`config.mk`:
```
export PLATFORM = sky130hd
export DESIGN_NAME = peer_clock_offset_tracker_flat
export DESIGN_NICKNAME = d
export VERILOG_FILES = /design/src/sv/pcot_pkg.sv /design/src/sv/pcot_if.sv /design/src/sv/peer_clock_offset_tracker.sv /design/src/sv/pcot_ctrl.sv /design/src/sv/pcot_dp.sv /design/src/flat_wrapper.sv
export SDC_FILE = /design/constraint.sdc
export NUM_CORES = 2
export LEC_CHECK = 0
export BUFFER_PORTS_ARGS = -buffer_cell sky130_fd_sc_hd__buf_2
export CORE_ASPECT_RATIO = 1.75
export CORE_MARGIN = 2
export CORE_UTILIZATION = 45
export CTS_CLUSTER_SIZE = 20
export DETAILED_ROUTE_END_ITERATION = 7
export PLACE_DENSITY_LB_ADDON = 0.25
export SYNTH_ARGS = -nofsm -noshare
export SYNTH_HDL_FRONTEND = slang
export SYNTH_HIERARCHICAL = 1
export SYNTH_SLANG_ARGS = --single-unit
```
`constraint.sdc`:
```
create_clock -name clk -period 8.68 [get_ports clk]
set_input_delay 1.736 -clock clk [delete_from_list [all_inputs] [get_ports clk]]
set_output_delay 1.736 -clock clk [all_outputs]
set_load 0.02 [all_outputs]
```
`src/sv/pcot_pkg.sv`:
```
// Shared widths, register codes, reset values and control types of the offset tracker.
`default_nettype none

package pcot_pkg;

	localparam int PEER_W  = 4;
	localparam int TS_W    = 32;
	localparam int OWN_W   = 4;
	localparam int THR_W   = 31;
	localparam int MASK_W  = 8;
	localparam int CFG_W   = 31;
	localparam int REG_IDX_W = 1;

	localparam logic [REG_IDX_W-1:0] REG_OWN_PLAYER   = 1'd0;
	localparam logic [REG_IDX_W-1:0] REG_RTT_THRESHOLD = 1'd1;

	localparam logic [OWN_W-1:0] OWN_RESET = 4'd1;
	localparam logic [THR_W-1:0] THR_RESET = 31'd100;
	localparam logic [TS_W-1:0]  RTT_RESET = 32'h7FFF_FFFF;

	// Commands from the controller to the datapath.
	typedef struct packed {
		logic capture;   // sample beat taken: register the raw differences
		logic evaluate;  // form round trip and offset, read the stored entry
		logic commit;    // update the table and load the result register
	} cmd_t;

endpackage

`default_nettype wire

```
`src/sv/pcot_if.sv`:
```
// Sample and result channel interfaces of the offset tracker.
`default_nettype none

interface pcot_sample_if;
	logic                         valid;
	logic                         ready;
	logic [pcot_pkg::PEER_W-1:0]  peer_number;
	logic [pcot_pkg::TS_W-1:0]    request_sent_time;
	logic [pcot_pkg::TS_W-1:0]    request_received_time;
	logic [pcot_pkg::TS_W-1:0]    response_sent_time;
	logic [pcot_pkg::TS_W-1:0]    response_received_time;

	modport source (output valid, peer_number, request_sent_time, request_received_time,
		response_sent_time, response_received_time, input ready);
	modport sink (input valid, peer_number, request_sent_time, request_received_time,
		response_sent_time, response_received_time, output ready);
endinterface

interface pcot_result_if;
	logic                              valid;
	logic                              ready;
	logic signed [pcot_pkg::TS_W-1:0]  best_round_trip;
	logic signed [pcot_pkg::TS_W-1:0]  best_offset;
	logic                              entry_replaced;
	logic [pcot_pkg::MASK_W-1:0]       request_mask;

	modport source (output valid, best_round_trip, best_offset, entry_replaced,
		request_mask, input ready);
	modport sink (input valid, best_round_trip, best_offset, entry_replaced,
		request_mask, output ready);
endinterface

`default_nettype wire

```
`src/sv/peer_clock_offset_tracker.sv`:
```
// Top level of the per-peer round-trip and clock offset tracker.
//
//   channel   direction  handshake      payload
//   sample    in         valid/ready    peer number, four 32-bit timestamps
//   result    out        valid/ready    best rtt, best offset, replaced flag, request mask
//   config    in         write_enable   reg_index, write_data (no read-back)
//
// A sample passes through three steps: capture of the timestamp differences, the
// round-trip/offset arithmetic with the table read, then the table update.
// The table is a read-modify-write per sample, so one sample is in flight.
// A stalled result holds the update stage; the next sample is taken while a
// finished result waits. Reset loads the table, config registers and FSM at once.
`default_nettype none

module peer_clock_offset_tracker #(
	parameter int MAX_PEERS = 8
) (
	input  wire logic                            clk,
	input  wire logic                            arst_n,
	input  wire logic                            write_enable,
	input  wire logic [pcot_pkg::REG_IDX_W-1:0]  reg_index,
	input  wire logic [pcot_pkg::CFG_W-1:0]      write_data,
	pcot_sample_if.sink                          sample,
	pcot_result_if.source                        result
);

	pcot_pkg::cmd_t cmd;

	pcot_ctrl u_ctrl (
		.clk       (clk),
		.arst_n    (arst_n),
		.in_valid  (sample.valid),
		.in_ready  (sample.ready),
		.out_valid (result.valid),
		.out_ready (result.ready),
		.cmd       (cmd)
	);

	pcot_dp #(
		.MAX_PEERS (MAX_PEERS)
	) u_dp (
		.clk                    (clk),
		.arst_n                 (arst_n),
		.cmd                    (cmd),
		.write_enable           (write_enable),
		.reg_index              (reg_index),
		.write_data             (write_data),
		.peer_number            (sample.peer_number),
		.request_sent_time      (sample.request_sent_time),
		.request_received_time  (sample.request_received_time),
		.response_sent_time     (sample.response_sent_time),
		.response_received_time (sample.response_received_time),
		.best_round_trip        (result.best_round_trip),
		.best_offset            (result.best_offset),
		.entry_replaced         (result.entry_replaced),
		.request_mask           (result.request_mask)
	);

endmodule

`default_nettype wire

```
`src/sv/pcot_ctrl.sv`:
```
// Controller state machine of the offset tracker.
`default_nettype none

module pcot_ctrl (
	input  wire logic           clk,
	input  wire logic           arst_n,
	input  wire logic           in_valid,
	output logic                in_ready,
	output logic                out_valid,
	input  wire logic           out_ready,
	output pcot_pkg::cmd_t      cmd
);

	typedef enum logic [2:0] {
		ST_IDLE   = 3'b001,
		ST_CALC   = 3'b010,
		ST_UPDATE = 3'b100
	} state_t;

	state_t state_q;
	state_t state_d;
	logic   out_valid_q;
	logic   out_free;

	// The result register may be refilled in the cycle its beat leaves.
	assign out_free = !out_valid_q || out_ready;

	always_comb begin
		state_d      = state_q;
		cmd.capture  = 1'b0;
		cmd.evaluate = 1'b0;
		cmd.commit   = 1'b0;
		case (state_q)
			ST_IDLE: begin
				if (in_valid) begin
					cmd.capture = 1'b1;
					state_d     = ST_CALC;
				end
			end
			ST_CALC: begin
				cmd.evaluate = 1'b1;
				state_d      = ST_UPDATE;
			end
			ST_UPDATE: begin
				if (out_free) begin
					cmd.commit = 1'b1;
					state_d    = ST_IDLE;
				end
			end
			default: begin
				state_d = ST_IDLE;
			end
		endcase
	end

	always_ff @(posedge clk or negedge arst_n) begin
		if (!arst_n) begin
			state_q     <= ST_IDLE;
			out_valid_q <= 1'b0;
		end else begin
			state_q <= state_d;
			if (cmd.commit) begin
				out_valid_q <= 1'b1;
			end else if (out_ready) begin
				out_valid_q <= 1'b0;
			end
		end
	end

	assign in_ready  = (state_q == ST_IDLE);
	assign out_valid = out_valid_q;

endmodule

`default_nettype wire

```
`src/sv/pcot_dp.sv`:
```
// Datapath of the offset tracker: differences, per-peer table and result register.
`default_nettype none

module pcot_dp #(
	parameter int MAX_PEERS = 8
) (
	input  wire logic                               clk,
	input  wire logic                               arst_n,
	input  wire pcot_pkg::cmd_t                     cmd,
	input  wire logic                               write_enable,
	input  wire logic [pcot_pkg::REG_IDX_W-1:0]     reg_index,
	input  wire logic [pcot_pkg::CFG_W-1:0]         write_data,
	input  wire logic [pcot_pkg::PEER_W-1:0]        peer_number,
	input  wire logic [pcot_pkg::TS_W-1:0]          request_sent_time,
	input  wire logic [pcot_pkg::TS_W-1:0]          request_received_time,
	input  wire logic [pcot_pkg::TS_W-1:0]          response_sent_time,
	input  wire logic [pcot_pkg::TS_W-1:0]          response_received_time,
	output logic signed [pcot_pkg::TS_W-1:0]        best_round_trip,
	output logic signed [pcot_pkg::TS_W-1:0]        best_offset,
	output logic                                    entry_replaced,
	output logic [pcot_pkg::MASK_W-1:0]             request_mask
);

	localparam int IDX_W    = (MAX_PEERS > 1) ? $clog2(MAX_PEERS) : 1;
	localparam int NUM_MASK = (MAX_PEERS < pcot_pkg::MASK_W) ? MAX_PEERS : pcot_pkg::MASK_W;
	localparam int PX_W     = 6;
	localparam int W        = pcot_pkg::TS_W;

	// Configuration registers.
	logic [pcot_pkg::OWN_W-1:0] own_q;
	logic [pcot_pkg::THR_W-1:0] thr_q;

	always_ff @(posedge clk or negedge arst_n) begin
		if (!arst_n) begin
			own_q <= pcot_pkg::OWN_RESET;
			thr_q <= pcot_pkg::THR_RESET;
		end else if (write_enable) begin
			case (reg_index)
				pcot_pkg::REG_OWN_PLAYER:    own_q <= write_data[pcot_pkg::OWN_W-1:0];
				pcot_pkg::REG_RTT_THRESHOLD: thr_q <= write_data[pcot_pkg::THR_W-1:0];
				default: ;
			endcase
		end
	end

	// Stage 1: the four timestamp differences, all independent.
	logic [PX_W-1:0]  peer_ext;
	logic             in_range;
	logic [W-1:0]     fwd_s1, turn_s1, up_s1, down_s1;
	logic             ok_s1;
	logic [IDX_W-1:0] idx_s1;

	assign peer_ext = {{(PX_W-pcot_pkg::PEER_W){1'b0}}, peer_number};
	assign in_range = (peer_ext != '0) && (peer_ext <= PX_W'(MAX_PEERS));

	always_ff @(posedge clk) begin
		if (cmd.capture) begin
			fwd_s1  <= response_received_time - request_sent_time;
			turn_s1 <= response_sent_time - request_received_time;
			up_s1   <= request_received_time - request_sent_time;
			down_s1 <= response_sent_time - response_received_time;
			ok_s1   <= in_range;
			idx_s1  <= IDX_W'(peer_ext - PX_W'(1));
		end
	end

	// Stage 2: round trip, halved offset and the stored entry of this peer.
	logic [W-1:0]        rtt_tab_q [MAX_PEERS];
	logic [W-1:0]        off_tab_q [MAX_PEERS];
	logic signed [W:0]   sum;
	logic signed [W:0]   sum_adj;
	logic [W-1:0]        rtt_s2, off_s2, old_rtt_s2, old_off_s2;
	logic                ok_s2;
	logic [IDX_W-1:0]    idx_s2;

	assign sum = $signed({up_s1[W-1], up_s1}) + $signed({down_s1[W-1], down_s1});
	// Adding the sign bit before the arithmetic shift rounds toward zero.
	assign sum_adj = sum + $signed({{W{1'b0}}, sum[W]});

	always_ff @(posedge clk) begin
		if (cmd.evaluate) begin
			rtt_s2     <= fwd_s1 - turn_s1;
			off_s2     <= sum_adj[W:1];
			old_rtt_s2 <= rtt_tab_q[idx_s1];
			old_off_s2 <= off_tab_q[idx_s1];
			ok_s2      <= ok_s1;
			idx_s2     <= idx_s1;
		end
	end

	// Commit: |old - new| > stored rtt is tested as two signed compares.
	logic signed [W+1:0] diff;
	logic signed [W+1:0] ref_rtt;
	logic                lower;
	logic                moved;
	logic                replace;

	assign diff    = $signed({{2{old_off_s2[W-1]}}, old_off_s2})
	               - $signed({{2{off_s2[W-1]}}, off_s2});
	assign ref_rtt = $signed({{2{old_rtt_s2[W-1]}}, old_rtt_s2});
	assign lower   = $signed(rtt_s2) < $signed(old_rtt_s2);
	assign moved   = (diff > ref_rtt) || ((diff + ref_rtt) < $signed((W+2)'(0)));
	assign replace = ok_s2 && (lower || moved);

	always_ff @(posedge clk or negedge arst_n) begin
		if (!arst_n) begin
			for (int i = 0; i < MAX_PEERS; i++) begin
				rtt_tab_q[i] <= pcot_pkg::RTT_RESET;
				off_tab_q[i] <= '0;
			end
		end else if (cmd.commit && replace) begin
			rtt_tab_q[idx_s2] <= rtt_s2;
			off_tab_q[idx_s2] <= off_s2;
		end
	end

	// The mask sees the table as it stands after this commit.
	logic [pcot_pkg::MASK_W-1:0] mask_d;
	logic [W-1:0]                rtt_next;

	always_comb begin
		mask_d   = '0;
		rtt_next = '0;
		for (int p = 0; p < NUM_MASK; p++) begin
			rtt_next = (replace && (idx_s2 == IDX_W'(p))) ? rtt_s2 : rtt_tab_q[p];
			if (({1'b0, own_q} != 5'(p + 1))
					&& ($signed(rtt_next) > $signed({1'b0, thr_q}))) begin
				mask_d[p] = 1'b1;
			end
		end
	end

	logic [W-1:0]                rtt_q, off_q;
	logic                        repl_q;
	logic [pcot_pkg::MASK_W-1:0] mask_q;

	always_ff @(posedge clk) begin
		if (cmd.commit) begin
			rtt_q  <= !ok_s2 ? '0 : (replace ? rtt_s2 : old_rtt_s2);
			off_q  <= !ok_s2 ? '0 : (replace ? off_s2 : old_off_s2);
			repl_q <= replace;
			mask_q <= mask_d;
		end
	end

	assign best_round_trip = $signed(rtt_q);
	assign best_offset     = $signed(off_q);
	assign entry_replaced  = repl_q;
	assign request_mask    = mask_q;

endmodule

`default_nettype wire

```
`src/flat_wrapper.sv`:
```
// flat-port wrapper written by rule: the top's interface ports become plain ports
module peer_clock_offset_tracker_flat 
#(
	parameter int MAX_PEERS = 8
)
  (clk, arst_n, write_enable, reg_index, write_data, sample_valid, sample_peer_number, sample_request_sent_time, sample_request_received_time, sample_response_sent_time, sample_response_received_time, sample_ready, result_valid, result_best_round_trip, result_best_offset, result_entry_replaced, result_request_mask, result_ready);
  pcot_sample_if sample_i ();
  pcot_result_if result_i ();
  input  wire logic clk;
  input  wire logic arst_n;
  input  wire logic write_enable;
  input  wire logic [pcot_pkg::REG_IDX_W-1:0] reg_index;
  input  wire logic [pcot_pkg::CFG_W-1:0] write_data;
  input wire logic [$bits(sample_i.valid)-1:0] sample_valid;
  input wire logic [$bits(sample_i.peer_number)-1:0] sample_peer_number;
  input wire logic [$bits(sample_i.request_sent_time)-1:0] sample_request_sent_time;
  input wire logic [$bits(sample_i.request_received_time)-1:0] sample_request_received_time;
  input wire logic [$bits(sample_i.response_sent_time)-1:0] sample_response_sent_time;
  input wire logic [$bits(sample_i.response_received_time)-1:0] sample_response_received_time;
  output wire logic [$bits(sample_i.ready)-1:0] sample_ready;
  output wire logic [$bits(result_i.valid)-1:0] result_valid;
  output wire logic [$bits(result_i.best_round_trip)-1:0] result_best_round_trip;
  output wire logic [$bits(result_i.best_offset)-1:0] result_best_offset;
  output wire logic [$bits(result_i.entry_replaced)-1:0] result_entry_replaced;
  output wire logic [$bits(result_i.request_mask)-1:0] result_request_mask;
  input wire logic [$bits(result_i.ready)-1:0] result_ready;
  assign sample_i.valid = sample_valid;
  assign sample_i.peer_number = sample_peer_number;
  assign sample_i.request_sent_time = sample_request_sent_time;
  assign sample_i.request_received_time = sample_request_received_time;
  assign sample_i.response_sent_time = sample_response_sent_time;
  assign sample_i.response_received_time = sample_response_received_time;
  assign sample_ready = sample_i.ready;
  assign result_valid = result_i.valid;
  assign result_best_round_trip = result_i.best_round_trip;
  assign result_best_offset = result_i.best_offset;
  assign result_entry_replaced = result_i.entry_replaced;
  assign result_request_mask = result_i.request_mask;
  assign result_i.ready = result_ready;
  peer_clock_offset_tracker #(.MAX_PEERS(MAX_PEERS)) u_core (.clk(clk), .arst_n(arst_n), .write_enable(write_enable), .reg_index(reg_index), .write_data(write_data), .sample(sample_i), .result(result_i));
endmodule
```
# Yosys cells after proc, flatten, opt, wreduce, memory -nomap -nowiden
# Cells that the tools add are included.
op_classes:
  add_sub_neg: 10
  multipliers: 0
  n_div: 0
  order_cmp: 15
  n_eq_ne: 20
  shift: 0
  muxes: 38
  n_bitwise: 3
  n_reduce_logical: 30
op_table:
  columns: ["cell", "n"]
  rows:
  - ["256-bit bitwise mux", 2]
  - ["32-bit two-way mux", 15]
  - ["32-bit > comparator", 8]
  - ["32-bit binary-select mux with 3-bit select", 2]
  - ["32-bit subtractor", 5]
  - ["32-bit demux with 3-bit select", 1]
  - ["33-bit by 32-bit adder with 34-bit output", 1]
  - ["34-bit by 1-bit less-than comparator with 1-bit output, second input constant", 1]
  - ["32-bit by 32-bit adder with 33-bit output", 1]
  - ["33-bit by 2-bit adder with 33-bit output", 1]
  - ["33-bit by 32-bit > comparator with 1-bit output", 1]
  - ["32-bit by 32-bit subtractor with 33-bit output", 1]
  - ["32-bit less-than comparator", 1]
  - ["1-bit logical AND", 20]
  - ["4-bit by 3-bit inequality test with 1-bit output, second input constant", 4]
  - ["3-bit equality test, second input constant", 5]
  - ["1-bit two-way mux", 15]
  - ["3-bit by 2-bit equality test with 1-bit output, second input constant", 3]
  - ["3-bit case mux with 3 select lines", 1]
  - ["4-bit >= comparator, second input constant", 2]
  - ["4-bit by 2-bit inequality test with 1-bit output, second input constant", 2]
  - ["3-bit NOT with 4-bit output", 2]
  - ["3-bit by 1-bit equality test with 1-bit output, second input constant", 2]
  - ["3-bit two-way mux", 2]
  - ["other kinds (13)", 18]
totals:
  reg_bits: 888
  latch_bits: 0
  ramBits: 0
  mem_bits_ro: 0
  inputBits: 169
  mem_count: 0

# Depth between registers and ports, before layout
depth:
  depth_word: 11
  depth_mapped: 38
  ltp_nobuf: 35

# Modules after synthesis
# The synthesis kept the hierarchy.
by_module_without_submodules:
  columns: ["mod", "instances", "cells_each", "area_each_um2", "seq_area_each_um2"]
  rows:
  - ["pcot_dp", 1, 5129, 59996.3, 24123.1]
  - ["pcot_ctrl", 1, 19, 221.5, 101.3]

# Least setup slack after synthesis
# OpenSTA, ideal clock, no wires.
synth_timing:
  path_kind: "register to register"
  startpoint: "register u_core.u_dp.off_s2[11]"
  endpoint: "register u_core.u_dp.mask_q (netlist bit u_core/u_dp/request_mask[5]) (data pin)"
  t_arrival_ps: 7251
  required_ps: 8513
  setup_slack_ps: 1262
  stages_incl_launch_ff: 37
  n_path_buf: 3
  path_cell_list: "edfxtp_1 -> clkbuf_1 -> inv_1 -> ha_1 -> a21oi_1 -> o21bai_1 -> a21o_1 -> a21o_1 -> a2111oi_0 -> nand3_1 -> a311oi_1 -> nor2_1 -> a221oi_1 -> xnor2_1 -> ha_1 -> or4_1 -> nor2_1 -> nand3_1 -> a221oi_1 -> o31ai_1 -> o311a_1 -> o21ai_0 -> clkbuf_1 -> a21o_1 -> buf_2 -> mux2_2 -> ha_1 -> nand4_1 -> nor2_1 -> nand2_1 -> nor3_1 -> inv_1 -> o221ai_1 -> a41oi_1 -> a211oi_1 -> o21ai_0 -> a211oi_1"
synth_via:
  elab_chain_len: 11
  word_cells_on_any_way: 12
  cone_classes: "2 x add/sub; 3 x order compare; 2 x mux; 5 x reduce/logical"
synth_rtl:
  columns: ["item", "line", "source"]
  rows:
  - ["start: declaration", "pcot_dp.sv:72", "logic [W-1:0] rtt_s2, off_s2, old_rtt_s2, old_off_s2;"]
  - ["start signal: assignment", "pcot_dp.sv:83", "off_s2 <= sum_adj[W:1];"]
  - ["32-bit by 32-bit subtractor with 33-bit output (*)", "pcot_dp.sv:99", "- $signed({{2{off_s2[W-1]}}, off_s2});"]
  - ["33-bit by 32-bit adder with 34-bit output", "pcot_dp.sv:102", "assign moved = (diff > ref_rtt) || ((diff + ref_rtt) < $signed((W+2)'(0)));"]
  - ["34-bit by 1-bit less-than comparator with 1-bit output", "pcot_dp.sv:102", null]
  - ["1-bit logical OR (*)", "pcot_dp.sv:102", null]
  - ["1-bit logical OR (*)", "pcot_dp.sv:103", "assign replace = ok_s2 && (lower || moved);"]
  - ["1-bit logical AND (*)", "pcot_dp.sv:103", null]
  - ["1-bit logical AND (*)", "pcot_dp.sv:125", "rtt_next = (replace && (idx_s2 == IDX_W'(p))) ? rtt_s2 : rtt_tab_q[p];"]
  - ["32-bit two-way mux (*)", "pcot_dp.sv:125", null]
  - ["32-bit > comparator (*)", "pcot_dp.sv:127", "&& ($signed(rtt_next) > $signed({1'b0, thr_q}))) begin"]
  - ["1-bit logical AND (*)", "pcot_dp.sv:127", null]
  - ["1-bit two-way mux (*)", "pcot_dp.sv:126", "if (({1'b0, own_q} != 5'(p + 1))"]
  - ["named net u_core.u_dp.mask_d, one bit", "pcot_dp.sv:118", "logic [pcot_pkg::MASK_W-1:0] mask_d;"]
  - ["end signal: assignment", "pcot_dp.sv:142", "mask_q <= mask_d;"]
  - ["end: declaration", "pcot_dp.sv:135", "logic [pcot_pkg::MASK_W-1:0] mask_q;"]
# Mark *: on every way through the listed nets, which the timed path passes. The rest lies on a longest branch.
# A chain may end at the register's enable or synchronous reset.

# Worst setup path in the final report
layout_timing:
  startpoint: "register u_core.u_dp.off_s2[0]"
  endpoint: "register u_core.u_dp.mask_q (netlist bit u_core/u_dp/request_mask[2]) (data pin)"
# The elaborated chain is that of the path after synthesis.

==> summary.md <==
| Metric | Value |
|---|---|
| Worst path most repeated cell | `buf_4` |
| WL final | `203000 µm` |
| CTS buffer count | `88` |
| Min Hold Slack | `0.459 ns` |
| Worst slew margin | `20.4%` |
| R2R Path Start | `u_core/u_dp/off_s2[0]` |
| Period minus WS final | `8.18 ns` |
| Final setup violation count | `0` |
| Arrival @ worst endpoint | `8.66 ns` |
| Sw Ratio | `39.6%` |
| Worst skew pair latency | `0.74 ns` |
| Slew Viols, Final | `0` |
| Gr usage total | `29.6%` |
| Dpl ws | `0.170 ns` |
| # hold bufs at CTS | `0` |
| CP top delay family | `compound AO/OA/AOI/OAI gates` |
| CP bufs+invs | `4` |
| H-tree levels | `3` |
| Req. time, crit path | `9.16 ns` |
| Syn avg cell area | `11.7 µm²` |
| CP max stage cell | `or4_1` |
| Antenna viol nets, final | `0` |
| Residual DRC | `0` |
| Async set-reset flop share out of synthesis | `62.0%` |
| Routed WL per cell | `28.2 µm` |
| Final WS setup | `0.498 ns` |
| Nets@finish | `6152` |
| MaxCap Viol Count | `0` |
| CTS tree | `yes` |
| Fin. Hold Viols | `0` |
| HP Class | `register to register` |
| Pin count of the biggest net entering global routing | `156` |
| Global route overflow | `0` |
| Outcome | `completed` |
| Share of cells above drive strength 1 | `32.8%` |
| CP max FO | `5` |
| Avg Vias per Cell | `6.09` |
| Syn Inst Count | `5148` |
| First-pass GRT wire length | `297000 µm` |
| Setup Skew | `0.0423 ns` |
| Final RePlAce weighted congestion | `0.993` |
| Ys Warns | `6` |
| Iteration-0 DRC Markers | `3079` |
| Initial Util | `45.3%` |
| Post-synth EDFFs | `337` |
| Gate power share | `41.4%` |
| Design area | `67000 µm²` |
| Sink Count | `888` |
| Max VDD drop | `0.186 mV` |
| Hold_sp | `u_core/u_dp/ok_s1` |
| Internal power | `10.1 mW` |
| Root buffer selected by CTS | `clkbuf_16` |
| Clk pwr share | `23.5%` |
| Via count | `43778` |
| Mapped Area | `60200 µm²` |
| Crit. Startpoint | `u_core/u_dp/off_s2[0]` |
| Unrepaired setup endpoints after global routing | `false` |
| Setup CP Type | `register to register` |
| Core ar. | `133000 µm²` |
| Psw | `6.62 mW` |
| Sum Neg Setup Slack | `0 ns` |
| Commonest cells after routing, fill and taps aside | `mux2_2 (635), ha_1 (566), edfxtp_1 (337), inv_1 (314), dfrtp_1 (298)` |
| Primary FF master, synth | `edfxtp_1` |
| Post-DP Area | `64000 µm²` |
| Post-synthesis sequential area ratio | `40.2%` |
| Distinct cells, synth | `93` |
| Post-DP HPWL | `148000 µm` |
| Die Y | `488 µm` |
| Worst-Margin Slew | `1.18 ns` |
| Area grow syn2layout | `11.2%` |
| Total power per unit cell area | `250 nW/µm²` |
| Commonest non-fill, non-tap cell in the layout | `mux2_2` |
| Slowest stage delay, CP | `0.58 ns` |
| Clk slew on worst S/H paths | `0.07 ns` |
| Leak pwr | `31.2 nW` |
| Post-Syn Nets | `5890` |
| Clock Path Buffers | `3` |
| Initial antenna violation count | `7` |
| Io pins | `244` |
| Startpoint Class | `register` |
| Buffers on Ports | `243` |
| F_max | `122 MHz` |
| Die ar. | `137000 µm²` |
| Number of global-route vias before repair | `45365` |
| Initial DRT Pass Iterations | `6` |
| Post-layout util | `50.4%` |
| Crit path capture type | `register` |
| Synthesized flop and latch total | `888` |
| Sequential power share | `35.1%` |
| Final period utilization | `94.3%` |
| Row Count | `177` |
| Die W | `281 µm` |
[cell families after synthesis]
group | count (synthesis) | synth area share, %
simple gates | 895 | 7.51
flops | 888 | 40.2
buf+inv | 553 | 3.97
xor+xnor | 193 | 2.81
compound gates | 1055 | 11.5
fa+ha+maj | 573 | 12.0
mux | 991 | 22.0
[cell type report]
class	instances	area (µm²)
sequential	888	24200
multi-input combinational	3707	33700
clock inverter	43	430
timing repair buffer	410	2810
fill	11857	65900
tap	1700	2130
clock buffer	120	2490
antenna	4	10.0
inverter	315	1180
[power groups by stage]
stage	clock network, mW	registers [mW]	logic, mW
3_5_place_dp	0	5.93	6.83
6_report	3.93	5.87	6.94
2_1_floorplan	0	5.63	4.54
4_1_cts	4.02	5.86	6.87
5_1_grt	4.16	5.92	7.47
3_3_place_gp	0	5.92	6.77
[repair_timing]
action                                  CTS  global route
setup buffers                             0             4
endpoints found under the setup margin    0             8
resized for setup                         0             6
[cells in the mapped netlist (17+ instances only)]
cell type	instances	share of area, %
xnor2_1	140	2.0
a31oi_1	24	0.25
edfxtp_1	337	17
a21oi_1	297	2.5
nor3_1	56	0.47
nand2b_1	49	0.51
a21boi_0	18	0.22
mux4_2	128	4.8
buf_2	33	0.27
buf_4	28	0.35
xor2_1	53	0.77
nor2b_1	74	0.77
nand3_1	140	1.2
dfrtp_1	298	12
mux2i_1	17	0.28
mux2_1	32	0.60
nor2_1	234	1.5
o211ai_1	24	0.30
nand4_1	71	0.74
mux2_4	179	4.5
clkbuf_1	131	0.82
buf_6	21	0.39
o21ai_0	220	1.8
inv_1	315	2.0
dfstp_2	253	11
nand2_1	150	0.94
ha_1	566	12
buf_1	23	0.14
a21o_1	172	2.1
mux2_2	635	12
a211oi_1	34	0.42
o21a_1	82	1.0
and3_1	29	0.30
o21bai_1	27	0.34
[metal layers]
| layer | GRT usage (%) | part of all wire [%] | vias to the layer above |
|---|---|---|---|
| li1 | - | - | 19666 |
| met1 | 31.6 | 36 | 21998 |
| met2 | 53.0 | 51 | 1524 |
| met3 | 3.83 | 4.6 | 586 |
| met4 | 22.4 | 8.6 | 4 |
| met5 | 0 | 0.013 | - |
[metrics by stage]
stage | std cells | total power [mW]
finish | 7187 | 16.7
global route | 7184 | 17.6
CTS | 7179 | 16.7
detailed placement | 7016 | 12.8
global placement | 7016 | 12.7
floorplan | 5148 | 10.2
[final timing paths]
check,to,slack [ns],cells past startpoint
max,u_core/u_dp/request_mask[2],0.50,36
min reg2reg,u_core/u_dp/ok_s2,0.46,0
min,u_core/u_dp/ok_s2,0.46,0
max in group asynchronous,u_core/u_dp/rtt_tab_q[27],5.84,3
max reg2reg,u_core/u_dp/request_mask[2],0.50,36
min in group asynchronous,u_core/u_dp/off_tab_q[193],1.08,1
[state kept, by name, summed over array words and instances (netlist names), 3 cells and up]
register                     flops
u_core/u_dp/rtt_s2              32
u_core/u_dp/idx_s2               3
u_core/u_dp/down_s1             32
u_core/u_dp/old_rtt_s2          32
u_core/u_dp/idx_s1               3
u_core/u_dp/up_s1               32
u_core/u_dp/off_tab_q          256
u_core/u_dp/off_s2              32
u_core/u_dp/request_mask         8
u_core/u_dp/thr_q               31
u_core/u_dp/old_off_s2          32
u_core/u_dp/own_q                4
u_core/u_dp/turn_s1             32
u_core/u_dp/fwd_s1              32
u_core/u_dp/best_offset         32
u_core/u_dp/rtt_tab_q          256
u_core/u_dp/best_round_trip     32
u_core/u_ctrl/state_q            3
Power figures use the tool's default switching activity.
